[src/rtl/core/oaa_pkg.sv]
`timescale 1ns / 1ps
// ----------------------------------------------------------------------------
// Orbit angle advance package
// Shared constants, types and the arctangent table of the angle core.
// ----------------------------------------------------------------------------
package oaa_pkg;

	localparam int CORDIC_STEPS_DEF  = 16;
	localparam int FRACTION_BITS_DEF = 16;

	localparam int ANG_W = 26;
	localparam int CFG_W = 32;
	localparam int DT_W  = 24;
	localparam int IDX_W = 2;

	localparam int CW    = 36;
	localparam int ZW    = 34;
	localparam int MUL_W = 34;
	localparam int DIV_W = 64;
	localparam int ROOT_STEPS = 32;

	localparam logic [IDX_W-1:0] CFG_MAJOR = 2'd0;
	localparam logic [IDX_W-1:0] CFG_MINOR = 2'd1;
	localparam logic [IDX_W-1:0] CFG_RATE  = 2'd2;

	localparam logic [CFG_W-1:0] MAJOR_RST = 32'd65536;
	localparam logic [CFG_W-1:0] MINOR_RST = 32'd65536;

	localparam logic signed [26:0] FULL_DEG    = 27'sd23592960;
	localparam logic signed [26:0] HALF_DEG    = 27'sd11796480;
	localparam logic signed [26:0] QUARTER_DEG = 27'sd5898240;
	localparam logic signed [ANG_W-1:0] ANG_LIM = 26'sd23592959;

	localparam logic signed [CW-1:0] CORDIC_GAIN_Q30 = 36'sd652032874;
	localparam logic [47:0] DEG_TO_RAD_Q30 = 48'd18740330;

	typedef enum logic [3:0] {
		ST_IDLE,
		ST_RDIV,
		ST_RR,
		ST_FROOT,
		ST_CWAIT,
		ST_RC,
		ST_TH,
		ST_SH,
		ST_DROOT,
		ST_GROOT,
		ST_P,
		ST_STEP,
		ST_MOD,
		ST_OUT
	} oaa_state_t;

	typedef enum logic [1:0] {
		CP_IDLE,
		CP_SCALE,
		CP_ROT
	} cdc_phase_t;

	function automatic logic [29:0] atan_q30(input logic [4:0] idx);
		logic [29:0] v;
		case (idx)
			5'd0:  v = 30'd843314857;
			5'd1:  v = 30'd497837829;
			5'd2:  v = 30'd263043837;
			5'd3:  v = 30'd133525159;
			5'd4:  v = 30'd67021687;
			5'd5:  v = 30'd33543516;
			5'd6:  v = 30'd16775851;
			5'd7:  v = 30'd8388437;
			5'd8:  v = 30'd4194283;
			5'd9:  v = 30'd2097149;
			5'd10: v = 30'd1048576;
			5'd11: v = 30'd524288;
			5'd12: v = 30'd262144;
			5'd13: v = 30'd131072;
			5'd14: v = 30'd65536;
			5'd15: v = 30'd32768;
			5'd16: v = 30'd16384;
			5'd17: v = 30'd8192;
			5'd18: v = 30'd4096;
			5'd19: v = 30'd2048;
			5'd20: v = 30'd1024;
			5'd21: v = 30'd512;
			5'd22: v = 30'd256;
			5'd23: v = 30'd128;
			5'd24: v = 30'd64;
			5'd25: v = 30'd32;
			5'd26: v = 30'd16;
			5'd27: v = 30'd8;
			5'd28: v = 30'd4;
			5'd29: v = 30'd2;
			5'd30: v = 30'd1;
			default: v = 30'd0;
		endcase
		return v;
	endfunction

endpackage

[src/rtl/core/orbit_angle_advance_core.sv]
`timescale 1ns / 1ps
// ----------------------------------------------------------------------------
// Orbit angle advance core
// Advances a stored orbital angle once per time step request, using shared
// serial divide, multiply and root units and a serial CORDIC.
// ----------------------------------------------------------------------------
// Each request runs three divisions, five multiplications and up to three roots in turn;
// the ratio division is skipped with a zero minor axis and the first root when the axis
// ratio is at most one.
// One request at a time: the next is accepted in the cycle after the result is stored.
// Reset clears the angle to zero and loads major and minor axis 1.0, rate 0.
module orbit_angle_advance_core #(
	parameter int CORDIC_STEPS  = oaa_pkg::CORDIC_STEPS_DEF,
	parameter int FRACTION_BITS = oaa_pkg::FRACTION_BITS_DEF
) (
	input  logic                              clk,
	input  logic                              arst_n,
	input  logic                              cfg_write,
	input  logic [oaa_pkg::IDX_W-1:0]         cfg_index,
	input  logic [oaa_pkg::CFG_W-1:0]         cfg_data,
	input  logic                              in_valid,
	output logic                              in_ready,
	input  logic [oaa_pkg::DT_W-1:0]          time_step,
	output logic                              out_valid,
	input  logic                              out_ready,
	output logic signed [oaa_pkg::ANG_W-1:0]  new_angle
);

	localparam int FB = FRACTION_BITS;
	localparam int UP = (FB >= 16) ? FB - 16 : 0;
	localparam int DN = (FB < 16) ? 16 - FB : 0;
	localparam int SF = 30 - FB;
	localparam int MW = oaa_pkg::MUL_W;
	localparam int CW = oaa_pkg::CW;
	localparam int AW = oaa_pkg::ANG_W;
	localparam logic [31:0] R_ONE = 32'd1 << FB;
	localparam logic [31:0] R_MAX = 32'd255 << FB;
	localparam logic [63:0] ONE_SQ = 64'd1 << (2 * FB);

	oaa_pkg::oaa_state_t state_q, state_d;
	logic go_q, cdone_q, out_valid_q, accept;
	logic [31:0] major_q, minor_q, rate_q, rate_abs;
	logic signed [AW-1:0] orbit_q, out_q, res_w;

	logic [oaa_pkg::DT_W-1:0] dt_q;
	logic [31:0] r_q, f_q, g_q;
	logic [63:0] r2_q, sq_q, p_q;
	logic [32:0] d_q;
	logic [MW-1:0] th_q, sh_q;
	logic signed [63:0] sum_q, sum_w, rc_w, t_w, th_w, sh_w;
	logic [63:0] sum_abs;
	logic [24:0] rem_q;

	logic mul_start, mul_done, div_start, div_done, root_start, root_done, cor_done;
	logic [MW-1:0] mul_a, mul_b;
	logic [63:0] mul_prod, div_dvd, div_dsr, div_quo, div_rem, root_v;
	logic [31:0] root_res;
	logic signed [CW-1:0] sin_w, cos_w, s_w, c_w, c_abs;
	logic c_neg;

	assign accept = in_valid && in_ready;
	assign in_ready = (state_q == oaa_pkg::ST_IDLE);
	assign rate_abs = rate_q[31] ? 32'(-rate_q) : rate_q;

	assign s_w = sin_w >>> SF;
	assign c_w = cos_w >>> SF;
	assign c_neg = c_w[CW-1];
	assign c_abs = c_neg ? -c_w : c_w;
	assign rc_w = c_neg ? -$signed(mul_prod) : $signed(mul_prod);
	assign t_w = (rc_w >>> FB) + $signed(64'(f_q));
	assign th_w = (t_w >>> 1) < 0 ? -(t_w >>> 1) : (t_w >>> 1);
	assign sh_w = 64'(s_w >>> 1) < 0 ? -64'(s_w >>> 1) : 64'(s_w >>> 1);
	assign sum_w = 64'(orbit_q) + (rate_q[31] ? -$signed(div_quo) : $signed(div_quo));
	assign sum_abs = sum_q[63] ? 64'(-sum_q) : 64'(sum_q);
	assign res_w = sum_q[63] ? -$signed({1'b0, rem_q}) : $signed({1'b0, rem_q});

	always_comb begin
		state_d = state_q;
		case (state_q)
			oaa_pkg::ST_IDLE:
				if (accept) state_d = (minor_q == '0) ? oaa_pkg::ST_RR : oaa_pkg::ST_RDIV;
			oaa_pkg::ST_RDIV:  if (div_done) state_d = oaa_pkg::ST_RR;
			oaa_pkg::ST_RR:
				if (mul_done) state_d = (mul_prod > ONE_SQ) ? oaa_pkg::ST_FROOT : oaa_pkg::ST_CWAIT;
			oaa_pkg::ST_FROOT: if (root_done) state_d = oaa_pkg::ST_CWAIT;
			oaa_pkg::ST_CWAIT: if (cdone_q) state_d = oaa_pkg::ST_RC;
			oaa_pkg::ST_RC:    if (mul_done) state_d = oaa_pkg::ST_TH;
			oaa_pkg::ST_TH:    if (mul_done) state_d = oaa_pkg::ST_SH;
			oaa_pkg::ST_SH:    if (mul_done) state_d = oaa_pkg::ST_DROOT;
			oaa_pkg::ST_DROOT: if (root_done) state_d = oaa_pkg::ST_GROOT;
			oaa_pkg::ST_GROOT: if (root_done) state_d = oaa_pkg::ST_P;
			oaa_pkg::ST_P:     if (mul_done) state_d = oaa_pkg::ST_STEP;
			oaa_pkg::ST_STEP:  if (div_done) state_d = oaa_pkg::ST_MOD;
			oaa_pkg::ST_MOD:   if (div_done) state_d = oaa_pkg::ST_OUT;
			oaa_pkg::ST_OUT:   if (!out_valid_q || out_ready) state_d = oaa_pkg::ST_IDLE;
			default:           state_d = oaa_pkg::ST_IDLE;
		endcase
	end

	always_comb begin
		mul_start = 1'b0;
		div_start = 1'b0;
		root_start = 1'b0;
		mul_a = MW'(r_q);
		mul_b = MW'(r_q);
		div_dvd = 64'(major_q) << FB;
		div_dsr = 64'(minor_q);
		root_v = r2_q - ONE_SQ;
		case (state_q)
			oaa_pkg::ST_RDIV:  div_start = go_q;
			oaa_pkg::ST_RR:    mul_start = go_q;
			oaa_pkg::ST_FROOT: root_start = go_q;
			oaa_pkg::ST_RC: begin
				mul_start = go_q;
				mul_b = c_abs[MW-1:0];
			end
			oaa_pkg::ST_TH: begin
				mul_start = go_q;
				mul_a = th_q;
				mul_b = th_q;
			end
			oaa_pkg::ST_SH: begin
				mul_start = go_q;
				mul_a = sh_q;
				mul_b = sh_q;
			end
			oaa_pkg::ST_DROOT: begin
				root_start = go_q;
				root_v = sq_q;
			end
			oaa_pkg::ST_GROOT: begin
				root_start = go_q;
				root_v = 64'(d_q) << FB;
			end
			oaa_pkg::ST_P: begin
				mul_start = go_q;
				mul_a = MW'(rate_abs);
				mul_b = MW'(dt_q);
			end
			oaa_pkg::ST_STEP: begin
				div_start = go_q;
				div_dvd = p_q << UP;
				div_dsr = 64'(g_q) << DN;
			end
			oaa_pkg::ST_MOD: begin
				div_start = go_q;
				div_dvd = sum_abs;
				div_dsr = 64'(oaa_pkg::FULL_DEG);
			end
			default: mul_start = 1'b0;
		endcase
	end

	always_ff @(posedge clk or negedge arst_n) begin
		if (!arst_n) begin
			state_q <= oaa_pkg::ST_IDLE;
			go_q <= 1'b0;
			cdone_q <= 1'b0;
			out_valid_q <= 1'b0;
			major_q <= oaa_pkg::MAJOR_RST;
			minor_q <= oaa_pkg::MINOR_RST;
			rate_q <= '0;
			orbit_q <= '0;
		end else begin
			state_q <= state_d;
			go_q <= (state_d != state_q) && (state_d != oaa_pkg::ST_IDLE);
			if (accept) cdone_q <= 1'b0;
			else if (cor_done) cdone_q <= 1'b1;
			if (cfg_write) begin
				case (cfg_index)
					oaa_pkg::CFG_MAJOR: major_q <= cfg_data;
					oaa_pkg::CFG_MINOR: minor_q <= cfg_data;
					oaa_pkg::CFG_RATE:  rate_q <= cfg_data;
					default:            rate_q <= rate_q;
				endcase
			end
			if (state_q == oaa_pkg::ST_OUT && (!out_valid_q || out_ready)) begin
				out_valid_q <= 1'b1;
				orbit_q <= res_w;
			end else if (out_ready) begin
				out_valid_q <= 1'b0;
			end
		end
	end

	always_ff @(posedge clk) begin
		if (accept) begin
			dt_q <= time_step;
			r_q <= R_ONE;
		end
		case (state_q)
			oaa_pkg::ST_RDIV:
				if (div_done) r_q <= (div_quo > 64'(R_MAX)) ? R_MAX : div_quo[31:0];
			oaa_pkg::ST_RR:
				if (mul_done) begin
					r2_q <= mul_prod;
					f_q <= '0;
				end
			oaa_pkg::ST_FROOT: if (root_done) f_q <= root_res;
			oaa_pkg::ST_RC:
				if (mul_done) begin
					th_q <= th_w[MW-1:0];
					sh_q <= sh_w[MW-1:0];
				end
			oaa_pkg::ST_TH:    if (mul_done) sq_q <= mul_prod;
			oaa_pkg::ST_SH:    if (mul_done) sq_q <= sq_q + mul_prod;
			oaa_pkg::ST_DROOT:
				if (root_done) d_q <= (root_res == '0) ? 33'd1 : {root_res, 1'b0};
			oaa_pkg::ST_GROOT: if (root_done) g_q <= root_res;
			oaa_pkg::ST_P:     if (mul_done) p_q <= mul_prod;
			oaa_pkg::ST_STEP:  if (div_done) sum_q <= sum_w;
			oaa_pkg::ST_MOD:   if (div_done) rem_q <= div_rem[24:0];
			oaa_pkg::ST_OUT:
				if (!out_valid_q || out_ready) out_q <= res_w;
			default: ;
		endcase
	end

	assign out_valid = out_valid_q;
	assign new_angle = out_q;

	oaa_cordic #(
		.STEPS(CORDIC_STEPS)
	) u_cordic (
		.clk(clk),
		.arst_n(arst_n),
		.start(accept),
		.angle(orbit_q),
		.done(cor_done),
		.sine(sin_w),
		.cosine(cos_w)
	);

	oaa_mul u_mul (
		.clk(clk),
		.arst_n(arst_n),
		.start(mul_start),
		.a(mul_a),
		.b(mul_b),
		.done(mul_done),
		.product(mul_prod)
	);

	oaa_div u_div (
		.clk(clk),
		.arst_n(arst_n),
		.start(div_start),
		.dividend(div_dvd),
		.divisor(div_dsr),
		.done(div_done),
		.quotient(div_quo),
		.remainder(div_rem)
	);

	oaa_root u_root (
		.clk(clk),
		.arst_n(arst_n),
		.start(root_start),
		.value(root_v),
		.done(root_done),
		.root(root_res)
	);

	a_go_not_idle: assert property (@(posedge clk) disable iff (!arst_n)
		go_q |-> state_q != oaa_pkg::ST_IDLE)
		else $error("unit launch flagged while idle");

	a_accept_next: assert property (@(posedge clk) disable iff (!arst_n)
		accept |=> (state_q == oaa_pkg::ST_RDIV || state_q == oaa_pkg::ST_RR))
		else $error("request did not start the ratio computation");

	a_cordic_ready: assert property (@(posedge clk) disable iff (!arst_n)
		state_q == oaa_pkg::ST_RC |-> cdone_q)
		else $error("cosine used before the rotation finished");

	a_angle_range: assert property (@(posedge clk) disable iff (!arst_n)
		out_valid |-> (new_angle <= oaa_pkg::ANG_LIM && new_angle >= -oaa_pkg::ANG_LIM))
		else $error("result angle out of range");

	a_angle_stored: assert property (@(posedge clk) disable iff (!arst_n)
		out_valid |-> orbit_q == new_angle)
		else $error("stored angle differs from the pending result");

endmodule

[src/rtl/core/oaa_div.sv]
`timescale 1ns / 1ps
// ----------------------------------------------------------------------------
// Serial divider
// Restoring unsigned division, one quotient bit per cycle.
// ----------------------------------------------------------------------------
module oaa_div (
	input  logic                      clk,
	input  logic                      arst_n,
	input  logic                      start,
	input  logic [oaa_pkg::DIV_W-1:0] dividend,
	input  logic [oaa_pkg::DIV_W-1:0] divisor,
	output logic                      done,
	output logic [oaa_pkg::DIV_W-1:0] quotient,
	output logic [oaa_pkg::DIV_W-1:0] remainder
);

	localparam int DW = oaa_pkg::DIV_W;
	localparam int CNT_W = $clog2(DW);

	logic [DW-1:0] quo_q, rem_q, den_q;
	logic [CNT_W-1:0] cnt_q;
	logic busy_q, done_q;
	logic [DW:0] shf, dif;
	logic ge;

	assign shf = {rem_q, quo_q[DW-1]};
	assign dif = shf - {1'b0, den_q};
	assign ge = (shf >= {1'b0, den_q});

	always_ff @(posedge clk or negedge arst_n) begin
		if (!arst_n) begin
			busy_q <= 1'b0;
			done_q <= 1'b0;
			cnt_q <= '0;
		end else if (start) begin
			busy_q <= 1'b1;
			done_q <= 1'b0;
			cnt_q <= '0;
		end else if (busy_q) begin
			cnt_q <= cnt_q + 1'b1;
			if (cnt_q == CNT_W'(DW - 1)) begin
				busy_q <= 1'b0;
				done_q <= 1'b1;
			end
		end else begin
			done_q <= 1'b0;
		end
	end

	always_ff @(posedge clk) begin
		if (start) begin
			quo_q <= dividend;
			den_q <= divisor;
			rem_q <= '0;
		end else if (busy_q) begin
			quo_q <= {quo_q[DW-2:0], ge};
			rem_q <= ge ? dif[DW-1:0] : shf[DW-1:0];
		end
	end

	assign done = done_q;
	assign quotient = quo_q;
	assign remainder = rem_q;

endmodule

[src/rtl/core/oaa_root.sv]
`timescale 1ns / 1ps
// ----------------------------------------------------------------------------
// Serial square root
// Floor square root of a 64-bit value, two radicand bits per cycle.
// ----------------------------------------------------------------------------
module oaa_root (
	input  logic        clk,
	input  logic        arst_n,
	input  logic        start,
	input  logic [63:0] value,
	output logic        done,
	output logic [31:0] root
);

	localparam int CNT_W = $clog2(oaa_pkg::ROOT_STEPS);

	logic [63:0] v_q, res_q, bit_q, trial;
	logic [CNT_W-1:0] cnt_q;
	logic busy_q, done_q;
	logic ge;

	assign trial = res_q + bit_q;
	assign ge = (v_q >= trial);

	always_ff @(posedge clk or negedge arst_n) begin
		if (!arst_n) begin
			busy_q <= 1'b0;
			done_q <= 1'b0;
			cnt_q <= '0;
		end else if (start) begin
			busy_q <= 1'b1;
			done_q <= 1'b0;
			cnt_q <= '0;
		end else if (busy_q) begin
			cnt_q <= cnt_q + 1'b1;
			if (cnt_q == CNT_W'(oaa_pkg::ROOT_STEPS - 1)) begin
				busy_q <= 1'b0;
				done_q <= 1'b1;
			end
		end else begin
			done_q <= 1'b0;
		end
	end

	always_ff @(posedge clk) begin
		if (start) begin
			v_q <= value;
			res_q <= '0;
			bit_q <= 64'd1 << 62;
		end else if (busy_q) begin
			v_q <= ge ? v_q - trial : v_q;
			res_q <= ge ? (res_q >> 1) + bit_q : res_q >> 1;
			bit_q <= bit_q >> 2;
		end
	end

	assign done = done_q;
	assign root = res_q[31:0];

endmodule

[src/rtl/core/oaa_mul.sv]
`timescale 1ns / 1ps
// ----------------------------------------------------------------------------
// Serial multiplier
// Shift-and-add product, one multiplier bit per cycle, kept modulo 2^64.
// ----------------------------------------------------------------------------
module oaa_mul (
	input  logic                      clk,
	input  logic                      arst_n,
	input  logic                      start,
	input  logic [oaa_pkg::MUL_W-1:0] a,
	input  logic [oaa_pkg::MUL_W-1:0] b,
	output logic                      done,
	output logic [63:0]               product
);

	localparam int MW = oaa_pkg::MUL_W;
	localparam int CNT_W = $clog2(MW);

	logic [63:0] a_q, acc_q;
	logic [MW-1:0] b_q;
	logic [CNT_W-1:0] cnt_q;
	logic busy_q, done_q;

	always_ff @(posedge clk or negedge arst_n) begin
		if (!arst_n) begin
			busy_q <= 1'b0;
			done_q <= 1'b0;
			cnt_q <= '0;
		end else if (start) begin
			busy_q <= 1'b1;
			done_q <= 1'b0;
			cnt_q <= '0;
		end else if (busy_q) begin
			cnt_q <= cnt_q + 1'b1;
			if (cnt_q == CNT_W'(MW - 1)) begin
				busy_q <= 1'b0;
				done_q <= 1'b1;
			end
		end else begin
			done_q <= 1'b0;
		end
	end

	always_ff @(posedge clk) begin
		if (start) begin
			a_q <= 64'(a);
			b_q <= b;
			acc_q <= '0;
		end else if (busy_q) begin
			acc_q <= acc_q + (b_q[0] ? a_q : 64'd0);
			a_q <= a_q << 1;
			b_q <= b_q >> 1;
		end
	end

	assign done = done_q;
	assign product = acc_q;

endmodule

[src/rtl/core/oaa_cordic.sv]
`timescale 1ns / 1ps
// ----------------------------------------------------------------------------
// Sine and cosine unit
// Folds a Q9.16 degree angle into the range -90 to +90 degrees, converts it to Q2.30
// radians and rotates one CORDIC iteration per cycle.
// ----------------------------------------------------------------------------
module oaa_cordic #(
	parameter int STEPS = oaa_pkg::CORDIC_STEPS_DEF
) (
	input  logic                                clk,
	input  logic                                arst_n,
	input  logic                                start,
	input  logic signed [oaa_pkg::ANG_W-1:0]    angle,
	output logic                                done,
	output logic signed [oaa_pkg::CW-1:0]       sine,
	output logic signed [oaa_pkg::CW-1:0]       cosine
);

	localparam int CW = oaa_pkg::CW;
	localparam int ZW = oaa_pkg::ZW;
	localparam int N = (STEPS > 32) ? 32 : STEPS;

	oaa_pkg::cdc_phase_t phase_q, phase_d;
	logic done_q, last, ld_fold, ld_init, rot;

	logic signed [26:0] a0, a1, a2, a3, deg_q, dmag;
	logic fl, flip_q;
	logic [47:0] zprod;
	logic [31:0] zmag;
	logic signed [CW-1:0] x_q, y_q, xs, ys;
	logic signed [ZW-1:0] z_q, at;
	logic [4:0] i_q;

	assign last = (i_q == 5'(N - 1));

	always_comb begin
		phase_d = phase_q;
		case (phase_q)
			oaa_pkg::CP_IDLE:  if (start) phase_d = oaa_pkg::CP_SCALE;
			oaa_pkg::CP_SCALE: phase_d = oaa_pkg::CP_ROT;
			oaa_pkg::CP_ROT:   if (last) phase_d = oaa_pkg::CP_IDLE;
			default:           phase_d = oaa_pkg::CP_IDLE;
		endcase
	end

	always_comb begin
		ld_fold = 1'b0;
		ld_init = 1'b0;
		rot = 1'b0;
		case (phase_q)
			oaa_pkg::CP_IDLE:  ld_fold = start;
			oaa_pkg::CP_SCALE: ld_init = 1'b1;
			oaa_pkg::CP_ROT:   rot = 1'b1;
			default:           rot = 1'b0;
		endcase
	end

	always_ff @(posedge clk or negedge arst_n) begin
		if (!arst_n) begin
			phase_q <= oaa_pkg::CP_IDLE;
			done_q <= 1'b0;
		end else begin
			phase_q <= phase_d;
			done_q <= rot && last;
		end
	end

	always_comb begin
		a0 = 27'(angle);
		if (a0 >= oaa_pkg::FULL_DEG) a1 = a0 - oaa_pkg::FULL_DEG;
		else if (a0 <= -oaa_pkg::FULL_DEG) a1 = a0 + oaa_pkg::FULL_DEG;
		else a1 = a0;
		if (a1 > oaa_pkg::HALF_DEG) a2 = a1 - oaa_pkg::FULL_DEG;
		else if (a1 < -oaa_pkg::HALF_DEG) a2 = a1 + oaa_pkg::FULL_DEG;
		else a2 = a1;
		fl = 1'b0;
		if (a2 > oaa_pkg::QUARTER_DEG) begin
			a3 = oaa_pkg::HALF_DEG - a2;
			fl = 1'b1;
		end else if (a2 < -oaa_pkg::QUARTER_DEG) begin
			a3 = -oaa_pkg::HALF_DEG - a2;
			fl = 1'b1;
		end else begin
			a3 = a2;
		end
	end

	assign dmag = deg_q[26] ? -deg_q : deg_q;
	assign zprod = 48'(dmag[22:0]) * oaa_pkg::DEG_TO_RAD_Q30;
	assign zmag = zprod[47:16];
	assign xs = x_q >>> i_q;
	assign ys = y_q >>> i_q;
	assign at = ZW'(oaa_pkg::atan_q30(i_q));

	always_ff @(posedge clk) begin
		if (ld_fold) begin
			deg_q <= a3;
			flip_q <= fl;
		end
		if (ld_init) begin
			x_q <= oaa_pkg::CORDIC_GAIN_Q30;
			y_q <= '0;
			z_q <= deg_q[26] ? -ZW'(zmag) : ZW'(zmag);
			i_q <= '0;
		end else if (rot) begin
			if (!z_q[ZW-1]) begin
				x_q <= x_q - ys;
				y_q <= y_q + xs;
				z_q <= z_q - at;
			end else begin
				x_q <= x_q + ys;
				y_q <= y_q - xs;
				z_q <= z_q + at;
			end
			i_q <= i_q + 1'b1;
		end
	end

	assign done = done_q;
	assign sine = y_q;
	assign cosine = flip_q ? -x_q : x_q;

endmodule

[config.mk]
export PLATFORM = sky130hd
export DESIGN_NAME = orbit_angle_advance_core
export DESIGN_NICKNAME = d
export VERILOG_FILES = /design/src/rtl/core/oaa_pkg.sv /design/src/rtl/core/orbit_angle_advance_core.sv /design/src/rtl/core/oaa_div.sv /design/src/rtl/core/oaa_root.sv /design/src/rtl/core/oaa_mul.sv /design/src/rtl/core/oaa_cordic.sv
export SDC_FILE = /design/constraint.sdc
export NUM_CORES = 2
export LEC_CHECK = 0
export BUFFER_PORTS_ARGS = -buffer_cell sky130_fd_sc_hd__buf_2
export CORE_ASPECT_RATIO = 0.9
export CORE_MARGIN = 2
export CORE_UTILIZATION = 45
export CTS_CLUSTER_DIAMETER = 100
export DETAILED_ROUTE_END_ITERATION = 8
export PLACE_DENSITY_LB_ADDON = 0.1
export REMOVE_ABC_BUFFERS = 1
export SYNTH_ARGS = -nofsm -noshare
export SYNTH_HDL_FRONTEND = slang
export SYNTH_SLANG_ARGS = --single-unit
[constraint.sdc]
create_clock -name clk -period 25.1 [get_ports clk]
set_input_delay 2.51 -clock clk [delete_from_list [all_inputs] [get_ports clk]]
set_output_delay 2.51 -clock clk [all_outputs]
set_load 0.1 [all_outputs]
======== After elaboration in Yosys (flattened, before gate mapping) ========
Memory sizes are Yosys's and may differ from the RTL's. A register that Yosys moved wholly into a read port is not among the register bits.
Index checks and enable logic that the tools add are counted.
word-level totals
  flip-flop bits (word level) ............. 1336
  bits in read-only memories .............. 960
  input port bits ......................... 63
  output and inout port bits .............. 28
  word-level logic and storage cells ...... 278
  memories ................................ 1
operators by class
  add/sub/neg operators ................... 36
  $mul .................................... 1
  order comparisons ....................... 12
  equality and inequality tests ........... 31
  shifts and indexed selects .............. 2
  muxes and demuxes ....................... 107
  reductions and logical operators ........ 39
memory list
  name             depth  width  read ports  clocked after Yosys merged registers in  write ports  line           source
  (no name shown)  32     30     1           1                                        0            oaa_pkg.sv:62  case (idx)
operators with widths
  kind                                                                    count
  64-bit 2-to-1 mux                                                       13
  64-bit case mux with 2 select lines                                     3
  34-bit 2-to-1 mux                                                       11
  32-bit 2-to-1 mux                                                       7
  64-bit negator                                                          3
  27-bit 2-to-1 mux                                                       6
  34-bit case mux with 4 select lines                                     1
  64-bit adder                                                            2
  32-bit case mux with 2 select lines                                     2
  64-bit subtractor                                                       2
  36-bit 2-to-1 mux                                                       3
  34-bit case mux with 3 select lines                                     1
  36-bit adder                                                            2
  36-bit by 5-bit >>> shifter with 36-bit output                          2
  36-bit subtractor                                                       2
  65-bit by 64-bit greater-or-equal comparator with 1-bit output          1
  26-bit by 64-bit adder with 64-bit output                               1
  63-bit by 63-bit adder with 64-bit output                               1
  64-bit by 63-bit adder with 64-bit output                               1
  64-bit greater-or-equal comparator                                      1
  64-bit by 24-bit > comparator with 1-bit output, second input constant  1
  64-bit by 33-bit > comparator with 1-bit output, second input constant  1
  32-bit zero test                                                        2
  64-bit by 33-bit subtractor with 64-bit output, second input constant   1
  60 further kinds                                                        158

======== Depth between registers and ports, before layout ========
  depth in word-level cells ............... 9
  depth in mapped cells ................... 40
  gate-level depth less buffers ........... 40

======== Modules after synthesis ========
From an unflattened synthesis, not the netlist that was laid out.
second synthesis, totals
  cell total of the unflattened synthesis .. 11885
  area, all modules ....................... 109216.0 sq um
modules (own cells, without submodules)
  module                    instances  cells an instance  area an instance (sq um)  seq. area each (sq um)
  orbit_angle_advance_core  1          4040               40979.3                   18765.5
  oaa_cordic                1          3513               30255.3                   3988.8
  oaa_root                  1          2010               15584.9                   4018.9
  oaa_div                   1          1228               11907.7                   5325.1
  oaa_mul                   1          1094               10488.8                   4124.0

======== Worst setup path after synthesis ========
Ideal clock, no wire load.
  kind .................................... register -> register
  start point ............................. reg u_cordic.deg_q[0]
  end point ............................... reg u_cordic.z_q[27] (data pin)
  setup time .............................. 0.270 ns
  arrival ................................. 9.817 ns
  data required time ...................... 24.830 ns
  path slack .............................. 15.012 ns
  stages on the path, launching flop included .. 35
  path buffers ............................ 0
  period minus slack after synthesis ...... 10.088 ns
  cells stage by stage .................... edfxtp_1 -> inv_1 -> ha_1 -> nand2_1 -> or3_1 -> nor4_1 -> nand2_1 -> or4_1 -> o31ai_1 -> xor2_1 -> inv_1 -> ha_1 -> ha_1 -> ha_1 -> a21o_1 -> fa_1 -> fa_1 -> fa_1 -> inv_1 -> fa_1 -> inv_1 -> ha_1 -> and2_1 -> and3_1 -> a32o_1 -> a211o_1 -> a31oi_1 -> nand3b_1 -> a311o_1 -> or4b_1 -> nor4_2 -> o21ai_0 -> o21ai_0 -> xnor2_1 -> a21oi_1
on the way
  word-level cells in the longest chain between the ends .. 6
ends and longest elaborated chain
  item                                              line               source
  from (decl)                                       oaa_cordic.sv:26   logic signed [26:0] a0, a1, a2, a3, deg_q, dmag;
  from (signal assigned)                            oaa_cordic.sv:97   deg_q <= a3;
  23-bit negator                                    oaa_cordic.sv:88   assign dmag = deg_q[26] ? -deg_q : deg_q;
  23-bit 2-to-1 mux *                               oaa_cordic.sv:88
  23-bit by 24-bit multiplier with 47-bit output *  oaa_cordic.sv:89   assign zprod = 48'(dmag[22:0]) * oaa_pkg::DEG_TO_RAD_Q30;
  32-bit negator with 34-bit output                 oaa_cordic.sv:103  z_q <= deg_q[26] ? -ZW'(zmag) : ZW'(zmag);
  34-bit 2-to-1 mux *                               oaa_cordic.sv:103
  34-bit 2-to-1 mux *                               oaa_cordic.sv:100  if (ld_init) begin
  to (signal assigned)                              oaa_cordic.sv:103
  to (signal assigned)                              oaa_cordic.sv:109  z_q <= z_q - at;
  to (signal assigned)                              oaa_cordic.sv:113  z_q <= z_q + at;
  to (decl)                                         oaa_cordic.sv:31   logic signed [ZW-1:0] z_q, at;
Mark *: on every way between the ends. The rest lies on a longest branch, timed or not.
A chain may end at the register's enable or synchronous reset.

======== Worst setup path after layout ========
Same ends and word-level chain as after synthesis.

==> flow_summary.toml <==
[critical_path]
r2r-end = "u_cordic.z_q[27]$_DFFE_PP_"
arrival_ns = 12.31
critical_path.max_stage_delay_ns = 0.72
path_max_fanout = 13
crit_top_cell = "ha_1"
crit_path_start_kind = "flop"
cp_data_required_time_ns = 25.62
crit_slowest_cell = "edfxtp_1"
worstSetupPathType = "reg2reg"
r2r_start = "u_cordic.deg_q[0]$_DFFE_PP_"
ff2ff_setup_slack_ns = 13.31
reg2reg_depth = 34
worstSetupEndpointType = "flop"

[cts]
cts_buffers = 156
clkLatencyLatePin_ns = 0.83
clkTransAtPathRegs_ns = 0.06
cts_tree = "done"
ctsRootBufferMaster = "clkbuf_16"
ctsResizeCount = 0
post-cts-setup-buffers = 0
cts.sinks = 1331
clockBufferDepth = 3
cts_hold_buf = 0
cts_htree_levels = 4

[final_layout]
layout-drive-gt1-share = 0.0806
stdcell_count = 14000
nNetsFinal = 11900
fin_area_um2 = 111000
area_delta_synth_final_pct = 8.55

[global_routing]
first_global_vias = 79200
gr-total-overflow = 0
antenna_found_initial = 29
grt_max_degree = 126
grt_pass1_wl_mm = 504
grt_usage = 0.282

[floorplanning]
die_area_um2 = 231000
fp.dieW_um = 506
core_um2 = 225000
start_util = 0.454
rows = 165
die_height_um = 456
io_pins = 91

[detailed_routing]
vias = 84200
route.detailed.drc = 0
wl_per_cell_um = 24.0
final_antenna_net_count = 0
drt-initial-drc-count = 8883
avgViaCountPerCell = 6.02
drt-total-wl_mm = 335
firstDrtPassIters = 6

[placement]
place_congestion = 0.956
place_area_um2 = 106000
dp_cells = 13700
port_buffers = 90
hpwl_mm = 253

[run]
maxCapViolCount = 0

[power_and_ir_drop]
leakagePower_nw = 45.9
ir_drop_mv = 0.0635
power_density_nw_per_um2 = 45.9

[timing]
tightest_slew_ns = 1.24
finalSetupViolations = 0
maxSlewHeadroom = 0.166
finalCriticalPeriod_ns = 11.79
fmax_mhz = 84.8
period_share = 0.470
skew_ns = 0.0291
rsz0062_at_grt = "no"
slew_viol_final = 0
fin_tns_setup_ns = 0
finalHoldViolations = 0

[min_path]
min_from = "u_cordic.done$_DFF_PN0_"
holdPathEnd = "cdone_q$_DFFE_PN0P_"
hold_depth = 2
hold_class = "reg2reg"

[yosys]
yosys.area.top_type_share = 0.230
synth_edf_count = 783
yosysUniqueCellTypes = 117
synthCells = 11000
netlist_area_um2 = 102000
ys_warn_count = 0
synth_ff_type = "edfxtp_1"
synthTopCellsByArea = "edfxtp_1 23%, ha_1 9.2%, dfxtp_1 7.7%"
yosysTopAreaCell = "edfxtp_1"
synth_common_cells = "1003 x nor2_1, 851 x nand2_1, 783 x edfxtp_1"
yosysSeqAreaShare = 0.345
synthMostInstantiatedCell = "nor2_1"
ys_ff_latch = 1331
avgSynthCellArea_um2 = 9.31
synthArstFlopShare = 0.116

[outcome]
outcome = "finished clean"
==> how the worst max path moves through the flow <==
stage | from | end | slack (ns) | cells after the start
after global placement | u_cordic.deg_q[0]$_DFFE_PP_ | u_cordic.z_q[27]$_DFFE_PP_ | 13.49 | 34
after detailed placement | u_cordic.deg_q[0]$_DFFE_PP_ | u_cordic.z_q[27]$_DFFE_PP_ | 13.35 | 34
final | u_cordic.deg_q[0]$_DFFE_PP_ | u_cordic.z_q[27]$_DFFE_PP_ | 13.31 | 34
after global routing | u_cordic.deg_q[0]$_DFFE_PP_ | u_cordic.z_q[27]$_DFFE_PP_ | 12.41 | 35
after floorplan | state_q[0]$_DFF_PN0_ | u_root.v_q[0]$_DFFE_PP_ | 8.66 | 4
after CTS | u_cordic.deg_q[0]$_DFFE_PP_ | u_cordic.z_q[27]$_DFFE_PP_ | 13.31 | 34
==> logic make-up (layout without fill, tap and decap cells) <==
family                     after synthesis  after routing  share of synthesized area
and+or+nand+nor                       3153           3153                      0.147
other                                    1             20                  0.0000367
AOI/OAI and AO/OA                     2915           2915                      0.184
adders and majority gates              956            956                      0.132
xor gates and xnor gates              1032           1032                     0.0885
DFF                                   1331           1331                      0.345
buffers and inverters                 1116           1101                     0.0418
muxes                                  473            473                     0.0618
==> report_power, final <==
group	internal [mW]	total (mW)	switching, mW	leakage [nW]
combinational	0.134	0.313	0.178	31.1
sequential	2.34	2.37	0.0335	12.2
clock	1.40	2.41	1.01	2.58
total	3.87	5.09	1.22	45.9
==> layout by cell type, fill, tap and decap left out, types with 391 or more instances in the layout <==
cell type and n:
dfxtp_1 391, o21ai_0 711, xor2_1 397, nor2_1 996
edfxtp_1 783, xnor2_1 632, ha_1 746, a21oi_1 738
inv_1 594, nand2_1 850
==> registers in the layout, summed over array words and instances, names as in the netlist, 33 cells and up <==
name and cells:
sh_q 34, u_div.quotient 64, u_root.res_q 64, u_mul.product 64
u_root.v_q 64, u_div.remainder 64, u_mul.b_q 34, u_cordic.z_q 34
u_cordic.sine 36, p_q 64, r2_q 64, u_mul.a_q 64
sq_q 64, sum_q 64, th_q 34, d_q 33
u_cordic.x_q 36
==> stage by stage <==
step                      hold WS (ns)  total power, mW  worst slack [ns]   util
final                            0.472             5.09             13.31  0.493
after global routing             0.484             5.25             12.41  0.493
after CTS                        0.471             5.13             13.31  0.493
after floorplan                  0.437             2.62              8.66      -
after detailed placement         0.456             2.72             13.35  0.469
after global placement           0.455             2.71             13.49  0.469
==> routing by layer <==
layer	share of wire	track usage	wire length (um)
met2	0.43	0.423	144000
met5	0.000039	0	13
met4	0.025	0.0688	8360
met1	0.47	0.423	159000
met3	0.073	0.0437	24500
==> worst max-delay path: cells and delay by family (launching register included) <==
family / cells / cell delay, ns
flip-flops: 1 / 0.72
adder cells (fa/ha/maj): 9 / 3.76
XOR/XNOR: 2 / 0.65
AO/OA/AOI/OAI: 9 / 2.37
buffers and inverters: 4 / 0.74
AND/OR/NAND/NOR: 10 / 3.28
==> area by class of cell <==
| class | count | area (um^2) |
|---|---|---|
| fill | 21000 | 114000 |
| multi-input combinational | 8542 | 62900 |
| sequential | 1331 | 35300 |
| clock buffer | 205 | 4350 |
| tap | 3006 | 3760 |
| inverter | 601 | 2260 |
| timing repair buffer | 209 | 1390 |
| clock inverter | 86 | 998 |
| antenna | 7 | 17.5 |
Note: power is estimated with default switching activity, not from simulation.
